--- src/design/mfhv_pkg.sv ---
// ----------------------------------------------------------------------------
// MIDI file header validator package
// Item types, parser phases, verdict codes and header constants.
// ----------------------------------------------------------------------------
package mfhv_pkg;

  typedef struct packed {
    logic [7:0] data_byte;
    logic       last_byte;
  } in_item_t;

  typedef struct packed {
    logic [2:0]  status;
    logic        file_format;
    logic [15:0] track_count;
  } out_item_t;

  typedef enum logic [2:0] {
    PH_HDR_TAG  = 3'd0,
    PH_HDR_LEN  = 3'd1,
    PH_FORMAT   = 3'd2,
    PH_COUNT    = 3'd3,
    PH_TRK_TAG  = 3'd4,
    PH_TRK_LEN  = 3'd5,
    PH_TRK_BODY = 3'd6,
    PH_DONE     = 3'd7
  } phase_e;

  typedef enum logic [2:0] {
    ST_OK      = 3'd0,
    ST_SHORT   = 3'd1,
    ST_NOTMIDI = 3'd2,
    ST_UNSUP   = 3'd3,
    ST_BADEOT  = 3'd4
  } status_e;

  localparam logic [31:0] TagHeader  = 32'h4D54_6864;
  localparam logic [31:0] TagTrack   = 32'h4D54_726B;
  localparam logic [31:0] MinFileLen = 32'd25;
  localparam logic [31:0] HdrLen     = 32'd6;
  localparam logic [23:0] EotMark    = 24'hFF_2F00;

endpackage

--- src/design/mfhv_parser.sv ---
// ----------------------------------------------------------------------------
// MIDI file header validator parser
// Byte-wide parser state and its per-byte update; gives the verdict on
// the last byte of a file and then clears for the next one.
// ----------------------------------------------------------------------------
module mfhv_parser (
  input  logic               clk_i,
  input  logic               rst_ni,
  input  logic               step_i,
  input  mfhv_pkg::in_item_t item_i,
  input  logic [31:0]        file_length_i,
  output logic               res_valid_o,
  output mfhv_pkg::out_item_t res_o
);

  mfhv_pkg::phase_e  phase_q, phase_d;
  mfhv_pkg::status_e verdict_q, verdict_d;
  logic [1:0]  idx_q, idx_d;
  logic [31:0] acc_q, acc_d;
  logic [31:0] bc_q, bc_d;
  logic        fmt_q, fmt_d;
  logic [15:0] decl_q, decl_d;
  logic [15:0] fin_q, fin_d;
  logic [31:0] left_q, left_d;
  logic [23:0] tail_q, tail_d;

  logic [31:0] acc_shift;
  logic [1:0]  idx_inc;
  logic        done4, done2;
  logic [31:0] bc_inc;
  logic [32:0] len_sum;
  logic        len_short;

  always_comb begin
    acc_shift = {acc_q[23:0], item_i.data_byte};
    idx_inc   = idx_q + 2'd1;
    done4     = (idx_inc == 2'd0);
    done2     = (idx_inc == 2'd2);
    bc_inc    = (bc_q == '1) ? bc_q : bc_q + 32'd1;
    len_sum   = {1'b0, acc_shift} + {1'b0, bc_inc};
    len_short = (acc_shift != 32'd0) && (len_sum > {1'b0, file_length_i});

    phase_d   = phase_q;
    verdict_d = verdict_q;
    idx_d     = idx_q;
    acc_d     = acc_q;
    bc_d      = bc_q;
    fmt_d     = fmt_q;
    decl_d    = decl_q;
    fin_d     = fin_q;
    left_d    = left_q;
    tail_d    = tail_q;

    res_valid_o       = 1'b0;
    res_o.status      = mfhv_pkg::ST_OK;
    res_o.file_format = 1'b0;
    res_o.track_count = '0;

    if (step_i) begin
      bc_d = bc_inc;
      if (verdict_q == mfhv_pkg::ST_OK && phase_q != mfhv_pkg::PH_DONE) begin
        if (file_length_i < mfhv_pkg::MinFileLen) begin
          verdict_d = mfhv_pkg::ST_SHORT;
        end else begin
          case (phase_q)
            mfhv_pkg::PH_HDR_TAG: begin
              acc_d = acc_shift;
              idx_d = done4 ? 2'd0 : idx_inc;
              if (done4) begin
                if (acc_shift != mfhv_pkg::TagHeader) verdict_d = mfhv_pkg::ST_NOTMIDI;
                else phase_d = mfhv_pkg::PH_HDR_LEN;
              end
            end
            mfhv_pkg::PH_HDR_LEN: begin
              acc_d = acc_shift;
              idx_d = done4 ? 2'd0 : idx_inc;
              if (done4) begin
                if (acc_shift != mfhv_pkg::HdrLen) verdict_d = mfhv_pkg::ST_NOTMIDI;
                else phase_d = mfhv_pkg::PH_FORMAT;
              end
            end
            mfhv_pkg::PH_FORMAT: begin
              acc_d = acc_shift;
              idx_d = done2 ? 2'd0 : idx_inc;
              if (done2) begin
                if (acc_shift[15:0] > 16'd1) begin
                  verdict_d = mfhv_pkg::ST_UNSUP;
                end else begin
                  fmt_d   = acc_shift[0];
                  phase_d = mfhv_pkg::PH_COUNT;
                end
              end
            end
            mfhv_pkg::PH_COUNT: begin
              acc_d = acc_shift;
              idx_d = done2 ? 2'd0 : idx_inc;
              if (done2) begin
                decl_d = acc_shift[15:0];
                if (acc_shift[15:0] == 16'd0 || (!fmt_q && acc_shift[15:0] > 16'd1)) begin
                  verdict_d = mfhv_pkg::ST_UNSUP;
                end else begin
                  phase_d = mfhv_pkg::PH_TRK_TAG;
                end
              end
            end
            mfhv_pkg::PH_TRK_TAG: begin
              acc_d = acc_shift;
              idx_d = done4 ? 2'd0 : idx_inc;
              if (done4) begin
                if (acc_shift != mfhv_pkg::TagTrack) verdict_d = mfhv_pkg::ST_NOTMIDI;
                else phase_d = mfhv_pkg::PH_TRK_LEN;
              end
            end
            mfhv_pkg::PH_TRK_LEN: begin
              acc_d = acc_shift;
              idx_d = done4 ? 2'd0 : idx_inc;
              if (done4) begin
                if (len_short) begin
                  verdict_d = mfhv_pkg::ST_SHORT;
                end else if (acc_shift < 32'd3) begin
                  verdict_d = mfhv_pkg::ST_BADEOT;
                end else begin
                  left_d  = acc_shift;
                  tail_d  = '0;
                  phase_d = mfhv_pkg::PH_TRK_BODY;
                end
              end
            end
            mfhv_pkg::PH_TRK_BODY: begin
              tail_d = {tail_q[15:0], item_i.data_byte};
              left_d = left_q - 32'd1;
              if (left_d == 32'd0) begin
                if (tail_d != mfhv_pkg::EotMark) begin
                  verdict_d = mfhv_pkg::ST_BADEOT;
                end else begin
                  fin_d   = fin_q + 16'd1;
                  phase_d = (fin_d == decl_q) ? mfhv_pkg::PH_DONE : mfhv_pkg::PH_TRK_TAG;
                end
              end
            end
            default: begin
            end
          endcase
        end
      end

      if (item_i.last_byte) begin
        res_valid_o       = 1'b1;
        res_o.status      = (verdict_d == mfhv_pkg::ST_OK && phase_d != mfhv_pkg::PH_DONE)
                            ? mfhv_pkg::ST_SHORT : verdict_d;
        res_o.file_format = fmt_d;
        res_o.track_count = decl_d;
        // new file starts with the next item
        phase_d   = mfhv_pkg::PH_HDR_TAG;
        verdict_d = mfhv_pkg::ST_OK;
        idx_d     = '0;
        acc_d     = '0;
        bc_d      = '0;
        fmt_d     = 1'b0;
        decl_d    = '0;
        fin_d     = '0;
        left_d    = '0;
        tail_d    = '0;
      end
    end
  end

  always_ff @(posedge clk_i or negedge rst_ni) begin
    if (!rst_ni) begin
      phase_q   <= mfhv_pkg::PH_HDR_TAG;
      verdict_q <= mfhv_pkg::ST_OK;
      idx_q     <= '0;
      acc_q     <= '0;
      bc_q      <= '0;
      fmt_q     <= 1'b0;
      decl_q    <= '0;
      fin_q     <= '0;
      left_q    <= '0;
      tail_q    <= '0;
    end else begin
      phase_q   <= phase_d;
      verdict_q <= verdict_d;
      idx_q     <= idx_d;
      acc_q     <= acc_d;
      bc_q      <= bc_d;
      fmt_q     <= fmt_d;
      decl_q    <= decl_d;
      fin_q     <= fin_d;
      left_q    <= left_d;
      tail_q    <= tail_d;
    end
  end

  // all tracks done only on a clean parse
  a_done_clean: assert property (@(posedge clk_i) disable iff (!rst_ni)
    phase_q == mfhv_pkg::PH_DONE |-> verdict_q == mfhv_pkg::ST_OK)
    else $error("done phase with error verdict");

  // a track body still being parsed always has bytes to go
  a_body_left: assert property (@(posedge clk_i) disable iff (!rst_ni)
    (phase_q == mfhv_pkg::PH_TRK_BODY && verdict_q == mfhv_pkg::ST_OK) |-> left_q != 32'd0)
    else $error("track body with no bytes left");

  a_fin_bound: assert property (@(posedge clk_i) disable iff (!rst_ni)
    fin_q <= decl_q)
    else $error("more tracks finished than declared");

  a_res_clears: assert property (@(posedge clk_i) disable iff (!rst_ni)
    res_valid_o |=> (phase_q == mfhv_pkg::PH_HDR_TAG && bc_q == 32'd0))
    else $error("parse state not cleared after verdict");

endmodule

--- src/design/midi_file_header_validator.sv ---
// ----------------------------------------------------------------------------
// MIDI file header validator
// Checks the header and track framing of a Standard MIDI File streamed one
// byte per item and gives one verdict item on the byte marked last.
// ----------------------------------------------------------------------------
// Path: an accepted byte goes into the input register, then the parser update
// writes the verdict into the output register.
// Throughput: one byte per cycle while the output is not stalled.
// Reset: asynchronous, active low; clears pipeline valids, parser state and
// file_length to 0.
module midi_file_header_validator (
  input  logic                clk_i,
  input  logic                rst_ni,
  input  logic                in_valid_i,
  output logic                in_stall_o,
  input  mfhv_pkg::in_item_t  in_item_i,
  output logic                out_valid_o,
  input  logic                out_stall_i,
  output mfhv_pkg::out_item_t out_item_o,
  input  logic                cfg_valid_i,
  output logic                cfg_ready_o,
  input  logic [31:0]         cfg_data_i
);

  logic                in_valid_q, in_valid_d;
  mfhv_pkg::in_item_t  in_item_q;
  logic                out_valid_q, out_valid_d;
  mfhv_pkg::out_item_t out_item_q;
  logic [31:0]         file_length_q;
  logic                advance;
  logic                res_valid;
  mfhv_pkg::out_item_t res;

  assign advance     = in_valid_q && !(out_valid_q && out_stall_i);
  assign in_stall_o  = in_valid_q && !advance;
  assign cfg_ready_o = 1'b1;

  mfhv_parser u_parser (
    .clk_i        (clk_i),
    .rst_ni       (rst_ni),
    .step_i       (advance),
    .item_i       (in_item_q),
    .file_length_i(file_length_q),
    .res_valid_o  (res_valid),
    .res_o        (res)
  );

  always_comb begin
    in_valid_d = in_valid_q;
    if (in_valid_i && !in_stall_o) in_valid_d = 1'b1;
    else if (advance)              in_valid_d = 1'b0;

    out_valid_d = out_valid_q;
    if (res_valid)         out_valid_d = 1'b1;
    else if (!out_stall_i) out_valid_d = 1'b0;
  end

  always_ff @(posedge clk_i or negedge rst_ni) begin
    if (!rst_ni) begin
      in_valid_q    <= 1'b0;
      out_valid_q   <= 1'b0;
      file_length_q <= '0;
    end else begin
      in_valid_q  <= in_valid_d;
      out_valid_q <= out_valid_d;
      if (cfg_valid_i && cfg_ready_o) file_length_q <= cfg_data_i;
    end
  end

  always_ff @(posedge clk_i) begin
    if (in_valid_i && !in_stall_o) in_item_q  <= in_item_i;
    if (res_valid)                 out_item_q <= res;
  end

  assign out_valid_o = out_valid_q;
  assign out_item_o  = out_item_q;

endmodule
--- config.mk ---
export PLATFORM = sky130hd
export DESIGN_NAME = midi_file_header_validator
export DESIGN_NICKNAME = d
export VERILOG_FILES = /design/src/design/mfhv_pkg.sv /design/src/design/mfhv_parser.sv /design/src/design/midi_file_header_validator.sv
export SDC_FILE = /design/constraint.sdc
export NUM_CORES = 1
export LEC_CHECK = 0
export BUFFER_PORTS_ARGS = -buffer_cell sky130_fd_sc_hd__buf_2
export CAP_MARGIN = 20
export CORE_ASPECT_RATIO = 0.9
export CORE_MARGIN = 4
export CORE_UTILIZATION = 40
export DETAILED_ROUTE_END_ITERATION = 10
export SYNTH_ARGS = -nofsm -noshare
export SYNTH_HDL_FRONTEND = slang
export SYNTH_HIERARCHICAL = 1
export SYNTH_SLANG_ARGS = --single-unit
--- constraint.sdc ---
create_clock -name clk_i -period 6 [get_ports clk_i]
set_input_delay 0.6 -clock clk_i [delete_from_list [all_inputs] [get_ports clk_i]]
set_output_delay 0.6 -clock clk_i [all_outputs]
set_load 0.01 [all_outputs]
# [Yosys cells after proc, flatten, opt, wreduce, memory -nomap -nowiden]
# Index checks and enable logic that the tools add are counted.
[word_totals] reg_bits=208 input_bits=46 wordCells=178
[classes] n_addsub=5 n_lt_le_gt_ge=4 eq_ne=21 n_mux=91 n_bitwise=2 n_reduce_logical=36
[op_table] operator="16-bit two-way mux" count=17
[op_table] operator="32-bit two-way mux" count=8
[op_table] operator="3-bit two-way mux" count=38
[op_table] operator="24-bit two-way mux" count=4
[op_table] operator="32-bit by 31-bit inequality test with 1-bit output (second input constant)" count=2
[op_table] operator="32-bit one-hot mux with 2 select lines" count=1
[op_table] operator="3-bit one-hot mux with 7 select lines" count=2
[op_table] operator="32-bit by 32-bit adder with 33-bit output" count=1
[op_table] operator="33-bit by 32-bit > comparator with 1-bit output" count=1
[op_table] operator="32-bit by 1-bit adder with 32-bit output (second input constant)" count=1
[op_table] operator="32-bit equality test (second input constant)" count=1
[op_table] operator="32-bit zero test" count=1
[op_table] operator="32-bit by 2-bit less-than comparator with 1-bit output (second input constant)" count=1
[op_table] operator="32-bit by 5-bit less-than comparator with 1-bit output (second input constant)" count=1
[op_table] operator="32-bit by 3-bit inequality test with 1-bit output (second input constant)" count=1
[op_table] operator="16-bit one-hot mux with 2 select lines" count=1
[op_table] operator="32-bit nonzero test" count=1
[op_table] operator="32-bit by 1-bit subtractor with 32-bit output (second input constant)" count=1
[op_table] operator="24-bit inequality test (second input constant)" count=1
[op_table] operator="16-bit by 1-bit adder with 16-bit output (second input constant)" count=1
[op_table] operator="16-bit equality test" count=1
[op_table] operator="16-bit by 1-bit > comparator with 1-bit output (second input constant)" count=1
[op_table] operator="16-bit zero test" count=1
[op_table] operator="1-bit two-way mux" count=13
[op_table] operator="27 further kinds" count=58

# [Depth between registers and ports, before layout]
# Gate-level depths: netlist of the first run.
[depth] ltp_word=14 depth_mapped=30 depth_no_buf=28

# [Cells and area by module]
# Netlist of the first run, hierarchy kept.
[modules_own_cells] mod="mfhv_parser" n_inst=1 cells_each=1462 area_each_um2=11637.4 seq_area_each_um2=3628.5
[modules_own_cells] mod="midi_file_header_validator" n_inst=1 cells_each=107 area_each_um2=2313.5 seq_area_each_um2=1721.7

# [Least setup slack after synthesis of the first run]
# Ideal clock, no wire load.
[synth_timing] kind="flip-flop to flip-flop" from="register u_parser.bc_q[0]" to="register u_parser.left_q[2]" setup_ns=0.135 t_arrival_ns=6.150 t_required_ns=5.865 slack_ns=-0.285 stages_incl_launch_ff=30 n_path_buf=3 path_cell_list="dfrtp_1 > ha_1 > nand2_1 > nor4_1 > and4b_1 > clkbuf_1 > nor2_1 > and3_1 > xor2_1 > ha_1 > nand3_1 > nor4_1 > nand3_1 > o2111ai_1 > or3b_2 > a31oi_1 > a311oi_1 > xnor2_1 > ha_1 > a21oi_1 > nand2_1 > a2111oi_0 > o21ai_0 > o21ai_0 > a311o_1 > a21oi_1 > clkbuf_1 > clkbuf_1 > o21ai_0 > o21ai_0"
[synth_via] elab_chain_len=7 word_cells_on_any_way=8 cone_classes="add/sub (2); order compare (1); eq/ne (2); mux (1); reduce/logical (2)"
[synth_rtl] element="start, declared" line="mfhv_parser.sv:20" source="logic [31:0] bc_q, bc_d;"
[synth_rtl] element="start signal, assigned" line="mfhv_parser.sv:174" source="bc_q <= '0;"
[synth_rtl] element="start signal, assigned" line="mfhv_parser.sv:185" source="bc_q <= bc_d;"
[synth_rtl] element="32-bit by 1-bit adder with 32-bit output or 32-bit equality test (tied branches)" line="mfhv_parser.sv:39" source="bc_inc = (bc_q == '1) ? bc_q : bc_q + 32'd1;"
[synth_rtl] element="32-bit two-way mux (*)" line="mfhv_parser.sv:39"
[synth_rtl] element="32-bit by 32-bit adder with 33-bit output (*)" line="mfhv_parser.sv:40" source="len_sum = {1'b0, acc_shift} + {1'b0, bc_inc};"
[synth_rtl] element="33-bit by 32-bit > comparator with 1-bit output (*)" line="mfhv_parser.sv:41" source="len_short = (acc_shift != 32'd0) && (len_sum > {1'b0, file_length_i});"
[synth_rtl] element="1-bit logical AND (*)" line="mfhv_parser.sv:41"
[synth_rtl] element="3-bit inequality test (no source line) (*)"
[synth_rtl] element="7-bit AND reduction (no source line) (*)"
[synth_rtl] element="end signal, assigned" line="mfhv_parser.sv:189" source="left_q <= left_d;"
[synth_rtl] element="end, declared" line="mfhv_parser.sv:24" source="logic [31:0] left_q, left_d;"
# Mark *: on every way between the ends. The rest lies on a longest branch, timed or not.
# A chain may end at the register's enable or synchronous reset.

# [Worst setup path after layout of the first run]
[layout_timing] from="register u_parser.bc_q[1]" to="register u_parser.tail_q[2]"
[layout_via] elab_chain_len=7 word_cells_on_any_way=8 cone_classes="add/sub (2); order compare (1); eq/ne (2); mux (1); reduce/logical (2)"
[layout_rtl] element="32-bit by 1-bit adder with 32-bit output or 32-bit equality test (tied branches)" line="mfhv_parser.sv:39"
[layout_rtl] element="32-bit two-way mux (*)" line="mfhv_parser.sv:39"
[layout_rtl] element="32-bit by 32-bit adder with 33-bit output (*)" line="mfhv_parser.sv:40"
[layout_rtl] element="33-bit by 32-bit > comparator with 1-bit output (*)" line="mfhv_parser.sv:41"
[layout_rtl] element="1-bit logical AND (*)" line="mfhv_parser.sv:41"
[layout_rtl] element="3-bit inequality test (no source line) (*)"
[layout_rtl] element="7-bit AND reduction (no source line) (*)"
[layout_rtl] element="end signal, assigned" line="mfhv_parser.sv:190" source="tail_q <= tail_d;"
[layout_rtl] element="end, declared" line="mfhv_parser.sv:25" source="logic [23:0] tail_q, tail_d;"
# Marks and branches as above.

==> results.toml, run 1 <==
[run_status]
status = "complete, but fails checks"
failed_checks = "setup timing"

[synth]
syn-num-nets = 1688
yosys.area_share.adder_pct = 6.601
synth_compound_gate_area_share_pct = 18.62
ys_warn_count = 6
synth-simple-area-share_pct = 21.36
postSynthAreaPerCell_um2 = 8.892
syn_inst = 1569
ys_ff_latch = 208
async_reset_ff_share_pct = 86.06
yosysSeqAreaShare_pct = 38.35
synth_xor_area_share_pct = 5.462
synth_mux_area_share_pct = 4.843
synth_edf_count = 29
ys_types = 77
synth_area_um2 = 13950
ys.flop_type = "dfrtp_1"
synth_top_family_by_area = "simple AND/OR/NAND/NOR gates"

[placed_design]
dp_hpwl_um = 31480
placed_cell_area_um2 = 15900
port_buffers = 67
gp_congestion = 0.9520
placedCellCount = 2195

[global_routing]
first_global_vias = 13040
grt.total_usage_pct = 23.64
grt_antenna_before_repair = 1
grt_pass1_wl_um = 71500
grt_max_degree = 127
gr-total-overflow = 0

[setup_path]
cp.required_ns = 6.46
path_common_cell = "nor4_4"
cp_max_fo = 9
slowest_stage = "and4b_2"
worstPathArrival_ns = 6.80
cpPeakStageDelay_ns = 0.42
worst_setup_path_start_kind = "flop"
crit_type = "flop to flop"
endpoint_kind = "flop"

[power]
ir_drop_uv = 265.1
power_mw = 4.814
power.density_nw_per_um2 = 264.4
p_leak_nw = 8.536

[layout]
multi_input_area_um2 = 8748
area_growth_pct = 30.52
fin_cells = 2293
finalNetCount = 1931
final_area_um2 = 18210
drive_gt1_share_pct = 29.16
register_area_um2 = 5350
diodes = 0
fill_cells = 3100
fin_util_pct = 53.25

[die]
core_um2 = 34190
dieArea_um2 = 37930
initial_utilization_pct = 40.80
die_h_um = 185.2
rows = 64
die_w_um = 204.9
pin_count = 69

[clocking]
h-tree-depth = 1
clk-insertion-delay-late_ns = 0.57
cts_buffer_depth = 3
cts_root_buf = "clkbuf_16"
cts_tree = "yes"
clk_pin_slew_worst_paths_ns = 0.06
cts_buffers = 25
clock_sinks = 208

[routing]
wire_per_inst_um = 20.20
detail_route.first_pass.iterations = 5
wl_um = 46330
num_vias = 13510
drc = 0
via_per_inst = 5.892
antenna_left = 0
drt_first_iter_violations = 1232

[timing]
report.final.hold_viol_count = 0
fmax_mhz = 157.8
drv_slew = 0
skew_ns = 0.03172
relSlewSlack_pct = 27.64
tightest_slew_ns = 1.077
rsz0062_at_grt = "yes"
finalSetupViolations = 53
min_period_ns = 6.338
setup_slack_ns = -0.3382
fin_crit_sh_pct = 105.6

[worst_hold_path]
hold_class = "input pin to flop"

[job]
max-cap-violations = 0
==> registers in the layout, indices dropped and copies added (netlist names) <==
register / flops
file_length_q: 32
in_item_q: 9
in_valid_q: 1
out_item_o: 20
out_valid_o: 1
u_parser/acc_q: 24
u_parser/bc_q: 32
u_parser/decl_q: 16
u_parser/fin_q: 16
u_parser/fmt_q: 1
u_parser/idx_q: 2
u_parser/left_q: 32
u_parser/phase_q: 3
u_parser/tail_q: 16
u_parser/verdict_q: 3
==> area by class of cell <==
class | instances | share of cell area (%)
Inverter | 72 | 1.484
Clock buffer | 30 | 3.594
Tap cell | 462 | 3.175
Clock inverter | 16 | 0.9414
Timing Repair Buffer | 297 | 13.38
Sequential cell | 208 | 29.38
Multi-Input combinational cell | 1208 | 48.05
==> repair_timing <==
action	in CTS	in global routing
hold endpoints to repair	0	3
pin swaps	56	45
hold buffers	0	1
gates cloned	8	5
setup endpoints to repair	54	54
resized for setup	172	88
buffers inserted	21	18
==> cells by family (layout without fill, tap and decap cells) <==
logic type	Yosys count	in the layout
compound gates	415	415
xor+xnor	87	87
fa+ha+maj	73	73
buf+inv	153	415
flops	208	208
mux	52	52
other cells	1	1
simple gates	580	580
==> cell usage in the layout, fill, tap and decap left out, drive strengths merged, types with 6 or more instances in the layout <==
cell | Yosys | layout
nor2 | 100 | 100
o21ai | 124 | 124
or3 | 14 | 14
dfrtp | 179 | 179
a22o | 36 | 36
o21bai | 6 | 6
mux2i | 18 | 18
nand3 | 45 | 45
or4 | 6 | 6
nand4 | 54 | 54
a31oi | 20 | 20
and2 | 8 | 8
inv | 72 | 73
xnor2 | 51 | 51
mux2 | 34 | 34
o22ai | 11 | 11
clkinv | 0 | 10
o31ai | 18 | 18
a21boi | 8 | 8
nand2 | 173 | 173
a211oi | 18 | 18
nor4 | 34 | 34
a21oi | 106 | 106
edfxtp | 29 | 29
ha | 72 | 72
buf | 18 | 289
or2 | 10 | 10
a21o | 13 | 13
nor3 | 56 | 56
and4 | 16 | 16
clkbuf | 63 | 37
o211ai | 9 | 9
and3 | 28 | 28
o21a | 13 | 13
xor2 | 36 | 36
nand2b | 8 | 8
==> final timing paths <==
path	startpoint	to	slack (ns)	cells after the start
worst min register to register	u_parser/tail_q[11]$_DFFE_PN0P_	u_parser/tail_q[11]$_DFFE_PN0P_	0.49	2
min in group asynchronous	rst_ni	u_parser/fin_q[13]$_DFFE_PN0P_	0.53	2
worst max register to register	u_parser/bc_q[1]$_DFFE_PN0P_	u_parser/tail_q[2]$_DFFE_PN0P_	-0.34	30
worst min-delay path	in_item_i[0]	in_item_q[0]$_DFFE_PP_	0.21	1
worst max-delay path	u_parser/bc_q[1]$_DFFE_PN0P_	u_parser/tail_q[2]$_DFFE_PN0P_	-0.34	30
max in group asynchronous	rst_ni	u_parser/left_q[12]$_DFFE_PN0P_	3.90	4
==> report_power, final <==
| group | switching (mW) | total [mW] | internal (mW) |
|---|---|---|---|
| logic | 0.940 | 1.57 | 0.627 |
| clock network | 0.658 | 1.57 | 0.911 |
| registers | 0.151 | 1.68 | 1.53 |
==> Yosys cell counts, types with 20 or more instances <==
master,number,share of area [%]
clkbuf_1,63,1.7
and3_1,28,1.3
nor3_1,53,1.9
xnor2_1,51,3.2
nand3_1,45,1.6
a22o_1,36,2.3
nor4_1,31,1.4
nand4_1,54,2.4
ha_1,72,6.5
mux2_4,30,3.2
a21oi_1,106,3.8
inv_1,72,1.9
a31oi_1,20,0.90
dfrtp_1,179,32
nor2_1,99,2.7
o21ai_0,122,4.4
nand2_1,172,4.6
xor2_1,36,2.3
edfxtp_1,29,6.2
==> worst max-delay path, delay by kind of cell, from the launching register on <==
| kind | cells | cell delay [ns] |
|---|---|---|
| compound gates | 10 | 1.89 |
| xor+xnor | 2 | 0.27 |
| fa+ha+maj | 3 | 0.88 |
| buf+inv | 5 | 0.86 |
| flops | 1 | 0.36 |
| simple gates | 10 | 2.00 |
==> layer usage <==
metal	part of all wire [%]	up-vias	global-route usage, %
met5	0.015	-	0
met4	3.8	2	8.090
met3	8.8	127	6.338
met2	45	523	37.25
met1	42	6576	31.70
li1	-	6283	-
==> per-stage QoR <==
stage	setup WS, ns	hold WS [ns]	setup TNS [ns]
global placement	-0.6817	0.4657	-31.01
CTS	-0.09284	0.1942	-3.230
global route	-0.5303	0.1988	-25.06
detailed placement	-0.7962	0.4706	-37.45
floorplan	0.02000	0.3044	0
finish	-0.3382	0.2142	-14.52
No activity file was read; power rests on OpenSTA's default activity.
==> run 2, diff against run 1 <==
Settings changed: ABC_AREA set to 1, CORE_UTILIZATION 40 to 35.
==> results.toml, run 2 <==
[setup_path]
crit_type = "flop to flop"
endpoint_kind = "flop"
worstPathArrival_ns = 6.17
path_common_cell = "nand2_1"
cp_num_cells = 42
r2r_cells = 42
worst_setup_path_start_kind = "flop"
cpPeakStageDelay_ns = 0.42
cp.required_ns = 6.45
cp_max_fo = 8
crit_family = "simple AND/OR/NAND/NOR gates"
slowest_stage = "dfrtp_1"
crit_buf_inv = 7

[layout]
top_regs = "file_length_q: 32 flops, u_parser/bc_q: 32 flops, u_parser/left_q: 32 flops"
final_area_um2 = 16740
layout_commonest_cell = "nand2_1"
diodes = 0
finalNetCount = 2111
fill_cells = 4017
fin_util_pct = 42.24
drive_gt1_share_pct = 17.00
area_growth_pct = 18.56
layout_common_cells = "nand2_1 (417), inv_1 (267), dfrtp_1 (179), nor2_1 (157), o21ai_0 (134)"

[timing]
relSlewSlack_pct = 24.37
drv_slew = 0
finalSetupViolations = 0
skew_ns = 0.01541
tightest_slew_ns = 1.133
fmax_mhz = 174.9
fin_setup_tns_ns = 0
setup_slack_ns = 0.2837
min_period_ns = 5.716
rsz0062_at_grt = "yes"
fin_crit_sh_pct = 95.27
report.final.hold_viol_count = 0

[die]
rows = 69
dieArea_um2 = 43620
core_um2 = 39630
die_w_um = 219.7
die_h_um = 198.5
initial_utilization_pct = 35.63
pin_count = 69

[clocking]
cts_buffers = 26
clk_pin_slew_worst_paths_ns = 0.06
clk-insertion-delay-late_ns = 0.55
cts_root_buf = "clkbuf_16"
h-tree-depth = 1
clock_sinks = 208
cts_buffer_depth = 3
cts_tree = "yes"

[placed_design]
gp_congestion = 0.9451
placed_cell_area_um2 = 15150
dp_hpwl_um = 30850
pre_cts_slack_ns = -0.1931
port_buffers = 67

[power]
power_mw = 5.336
p_leak_nw = 7.950
netSwitchingFraction_pct = 39.18
power.density_nw_per_um2 = 318.8
p_sw_mw = 2.091
p_int_mw = 3.246
p_clk_share_pct = 30.8
ir_drop_uv = 226.3
seqPwrFrac_pct = 33.7
comb_power_share_pct = 35.6

[routing]
antenna_left = 0
detail_route.first_pass.iterations = 5
drc = 0
wire_per_inst_um = 16.70
num_vias = 13000
drt_first_iter_violations = 1130
via_per_inst = 5.109
wl_um = 42490

[job]
max-cap-violations = 0

[synth]
synth_area_um2 = 14120
syn_inst = 1882
async_reset_ff_share_pct = 86.06
synth_area_leaders = "dfrtp_1 (32%), nand2_1 (12%), inv_1 (7.2%)"
synth_xor_area_share_pct = 4.830
syn-num-nets = 2001
ys_types = 58
postSynthAreaPerCell_um2 = 7.502
synth_mux_area_share_pct = 0
synth_top_family_by_area = "simple AND/OR/NAND/NOR gates"
yosysMostFrequentCell = "nand2_1"
yosys.area_share.adder_pct = 6.523
yosysSeqAreaShare_pct = 37.89
synth_top_area_share_pct = 31.73
ys_warn_count = 6
synth_edf_count = 29
synth_compound_gate_area_share_pct = 14.57
ys_ff_latch = 208
ys.flop_type = "dfrtp_1"
synth_top_area_cell = "dfrtp_1"
synth-simple-area-share_pct = 26.68
ys_top_cells_by_count = "nand2_1 (433), inv_1 (271), dfrtp_1 (179), nor2_1 (161), o21ai_0 (142)"

[global_routing]
first_global_vias = 12480
gr-total-overflow = 0
grt_antenna_before_repair = 1
grt_pass1_wl_um = 66850
grt.total_usage_pct = 18.93
grt_max_degree = 78

[run_status]
status = "finished clean"

[worst_hold_path]
hold_class = "input pin to async pin"
==> run 2: cell types whose count changed after synthesis, moves of 30 or more <==
| cell | delta |
|---|---|
| a21oi_1 | -34 |
| a22o_1 | -34 |
| clkbuf_1 | -32 |
| inv_1 | +199 |
| mux2_4 | -30 |
| nand2_1 | +261 |
| nand3_1 | +71 |
| nor2_1 | +62 |
| nor3_1 | -30 |
| o21ai_2 | +40 |
| o22ai_1 | +38 |
| xnor2_1 | -41 |
| xor2_1 | +30 |
==> run 2: power groups by stage <==
stage	registers (mW)	logic [mW]	clock network (mW)
detailed placement	1.81	1.77	0
floorplan	1.74	1.28	0
global placement	1.81	1.75	0
global route	1.81	2.12	1.74
CTS	1.79	1.78	1.68
finish	1.80	1.90	1.64
==> run 2: cell type report <==
| type | instances | area, um^2 | area share [%] |
|---|---|---|---|
| clock inverters | 11 | 136.4 | 0.8148 |
| well taps | 532 | 665.6 | 3.977 |
| repair buffers | 132 | 955.9 | 5.711 |
| clock buffers | 37 | 763.2 | 4.560 |
| multi-input cells | 1345 | 7810 | 46.66 |
| inverters | 279 | 1057 | 6.316 |
| flip-flops and latches | 208 | 5350 | 31.96 |
==> run 2: path summary, 6_finish.rpt <==
check / slack [ns] / endpoint / startpoint
setup reg to reg: 0.28 / u_parser/left_q[5]$_DFFE_PN0P_ / u_parser/bc_q[3]$_DFFE_PN0P_
setup / recovery: 0.28 / u_parser/left_q[5]$_DFFE_PN0P_ / u_parser/bc_q[3]$_DFFE_PN0P_
max in group asynchronous: 4.70 / u_parser/decl_q[8]$_DFFE_PN0P_ / rst_ni
hold reg to reg: 0.49 / u_parser/tail_q[12]$_DFFE_PN0P_ / u_parser/tail_q[12]$_DFFE_PN0P_
min in group clk_i: 0.24 / in_item_q[5]$_DFFE_PP_ / in_item_i[5]
hold / removal: 0.09 / u_parser/left_q[3]$_DFFE_PN0P_ / rst_ni
==> run 2: metrics by stage <==
step | cells | hold slack, ns
after detailed placement | 2467 | 0.4689
after global placement | 2467 | 0.4665
final | 2544 | 0.09306
after global routing | 2544 | 0.1577
after floorplan | 1882 | 0.3044
after CTS | 2515 | 0.1156
==> run 2: repair_timing <==
action | CTS | global route
gates resized for setup | 7 | 92
hold buffers | 0 | 0
pin swaps | 0 | 44
setup endpoints to repair | 51 | 54
buffers inserted | 0 | 23
gates cloned | 0 | 4
==> run 2: layer usage <==
layer  share of wire [%]  wire length [um]  GRT usage (%)  vias to the layer above
met1                  47             20020          27.50                     6136
met2                  44             18630          29.11                      372
met4                 2.7              1144          5.023                        2
li1                    -                 -              -                     6423
met3                 6.3              2690          3.467                       64
met5               0.028                12              0                        -
==> run 2: cells by family (layout without fill, tap and decap cells) <==
kind of cell / count (synthesis) / count (layout)
adders and majority gates: 73 / 73
AOI/OAI and AO/OA: 346 / 346
other: 1 / 1
buffers and inverters: 329 / 459
DFF: 208 / 208
xor gates and xnor gates: 77 / 77
and+or+nand+nor: 848 / 848
==> run 2: worst register-to-register path, delay by kind of cell, from the launching register on <==
| kind | cells | cell delay (ns) |
|---|---|---|
| fa+ha+maj | 2 | 0.65 |
| compound gates | 6 | 0.90 |
| xor+xnor | 1 | 0.11 |
| flops | 1 | 0.42 |
| simple gates | 26 | 2.85 |
| buf+inv | 7 | 0.70 |
==> run 3, diff against run 2 <==
--- a/config.mk
+++ b/config.mk
@@ -12,4 +12,5 @@
 export CORE_MARGIN = 4
-export CORE_UTILIZATION = 35
+export CORE_UTILIZATION = 57
 export DETAILED_ROUTE_END_ITERATION = 10
+export PLACE_DENSITY = 0.78
 export SYNTH_ARGS = -nofsm -noshare
==> constraint.sdc (replaced) <==
create_clock -name clk_i -period 6 [get_ports clk_i]
set_input_delay 0.9 -clock clk_i [delete_from_list [all_inputs] [get_ports clk_i]]
set_output_delay 0.9 -clock clk_i [all_outputs]
set_load 0.01 [all_outputs]
==> results.toml, run 3 (synthesized netlist as in run 2, its figures left out) <==
[job]
max-cap-violations = 0

[setup_path]
cp_max_fo = 7
cpPeakStageDelay_ns = 0.39
endpoint_kind = "flop"
startpoint = "u_parser/bc_q[0]$_DFFE_PN0P_"
reg2reg_from = "u_parser/bc_q[0]$_DFFE_PN0P_"
cp.required_ns = 6.44
crit_buf_inv = 6
worst_setup_path_start_kind = "flop"
slowest_stage = "dfrtp_1"
crit_type = "flop to flop"
worstPathArrival_ns = 6.37
crit_family = "simple AND/OR/NAND/NOR gates"

[die]
core_um2 = 24320
rows = 54
pin_count = 69
die_w_um = 173.9
die_h_um = 157.3
dieArea_um2 = 27350
initial_utilization_pct = 58.05

[timing]
fin_crit_sh_pct = 98.82
fmax_mhz = 168.7
tightest_slew_ns = 1.049
finalSetupViolations = 0
relSlewSlack_pct = 29.85
report.final.hold_viol_count = 0
skew_ns = 0.01191
whs_ns = 0.4254
rsz0062_at_grt = "yes"
setup_slack_ns = 0.07091
drv_slew = 0
min_period_ns = 5.929

[layout]
finalNetCount = 2121
diodes = 0
fin_cells = 2328
drive_gt1_share_pct = 18.32
top_regs = "file_length_q: 32 flops, u_parser/bc_q: 32 flops, u_parser/left_q: 32 flops"
layout_common_cells = "nand2_1 (413), inv_1 (267), dfrtp_1 (179), nor2_1 (157), o21ai_0 (108)"
area_growth_pct = 18.06
final_area_um2 = 16670
layout_commonest_cell = "nand2_1"

[global_routing]
grt_antenna_before_repair = 1
grt_max_degree = 82
grt.total_usage_pct = 29.25
first_global_vias = 12370
gr-total-overflow = 0
grt_pass1_wl_um = 65070

[clocking]
clock_sinks = 208
clk-insertion-delay-late_ns = 0.52
h-tree-depth = 1
clk_pin_slew_worst_paths_ns = 0.07
cts_tree = "yes"
cts_buffers = 24
cts_buffer_depth = 3
cts_root_buf = "clkbuf_16"

[routing]
wl_um = 42500
drc = 0
wire_per_inst_um = 18.25
antenna_left = 0
drt_first_iter_violations = 1504
detail_route.first_pass.iterations = 7
num_vias = 13500
via_per_inst = 5.800

[placed_design]
pre_cts_slack_ns = -0.2841
placedCellCount = 2252
port_buffers = 67
gp_congestion = 0.9709
placed_cell_area_um2 = 14920
dp_hpwl_um = 29790

[run_status]
status = "finished clean"

[power]
ir_drop_uv = 350.2
p_leak_nw = 8.084
power.density_nw_per_um2 = 320.8

[worst_hold_path]
hold_class = "input pin to async pin"
## run 3: path summary, 6_finish.rpt
kind | endpoint | slack [ns] | cells after the start
min in group clk_i | u_parser/tail_q[13]$_DFFE_PN0P_ | 0.50 | 2
max in group asynchronous | in_valid_q$_DFFE_PN0P_ | 4.31 | 2
min reg2reg | u_parser/tail_q[13]$_DFFE_PN0P_ | 0.50 | 2
min | u_parser/bc_q[0]$_DFFE_PN0P_ | 0.43 | 1
max reg2reg | u_parser/tail_q[2]$_DFFE_PN0P_ | 0.07 | 38
max | u_parser/tail_q[2]$_DFFE_PN0P_ | 0.07 | 38
## run 3: final cells by class
class / count / area, um^2
fill: 2032 / 7655
sequential: 208 / 5350
tap: 308 / 385.4
multi-input combinational: 1345 / 7896
clock inverter: 13 / 201.4
clock buffer: 31 / 678.2
timing repair buffer: 143 / 1086
timing repair inverter: 1 / 8.758
inverter: 279 / 1062
## run 3: routing by layer
layer,GRT usage [%],vias to the layer above,wire length (um)
met4,5.956,0,970
met1,43.30,6352,18790
met3,5.043,88,3702
met2,45.76,609,19030
met5,0,-,0
li1,-,6453,-
## run 3: per-stage QoR
stage | TNS (ns) | power [mW] | util (%)
floorplan | 0 | 3.021 | -
detailed placement | -11.51 | 3.544 | 61.34
finish | 0 | 5.347 | 68.53
global placement | -4.574 | 3.512 | 61.34
global route | -5.924 | 5.664 | 68.53
CTS | 0 | 5.192 | 65.07
## run 3: timing repair
action,CTS,global route
hold buffers,0,0
gates cloned,0,8
pin swaps,0,42
buffers inserted,0,23
endpoints found under the setup margin,53,54
gates resized for setup,7,143
## run 3: where the power goes
group	switching (mW)	leakage [nW]	internal (mW)	total [mW]
registers	0.218	2.68	1.59	1.80
logic	1.24	4.96	0.667	1.91
clock network	0.619	0.437	1.02	1.64
total	2.08	8.08	3.27	5.35
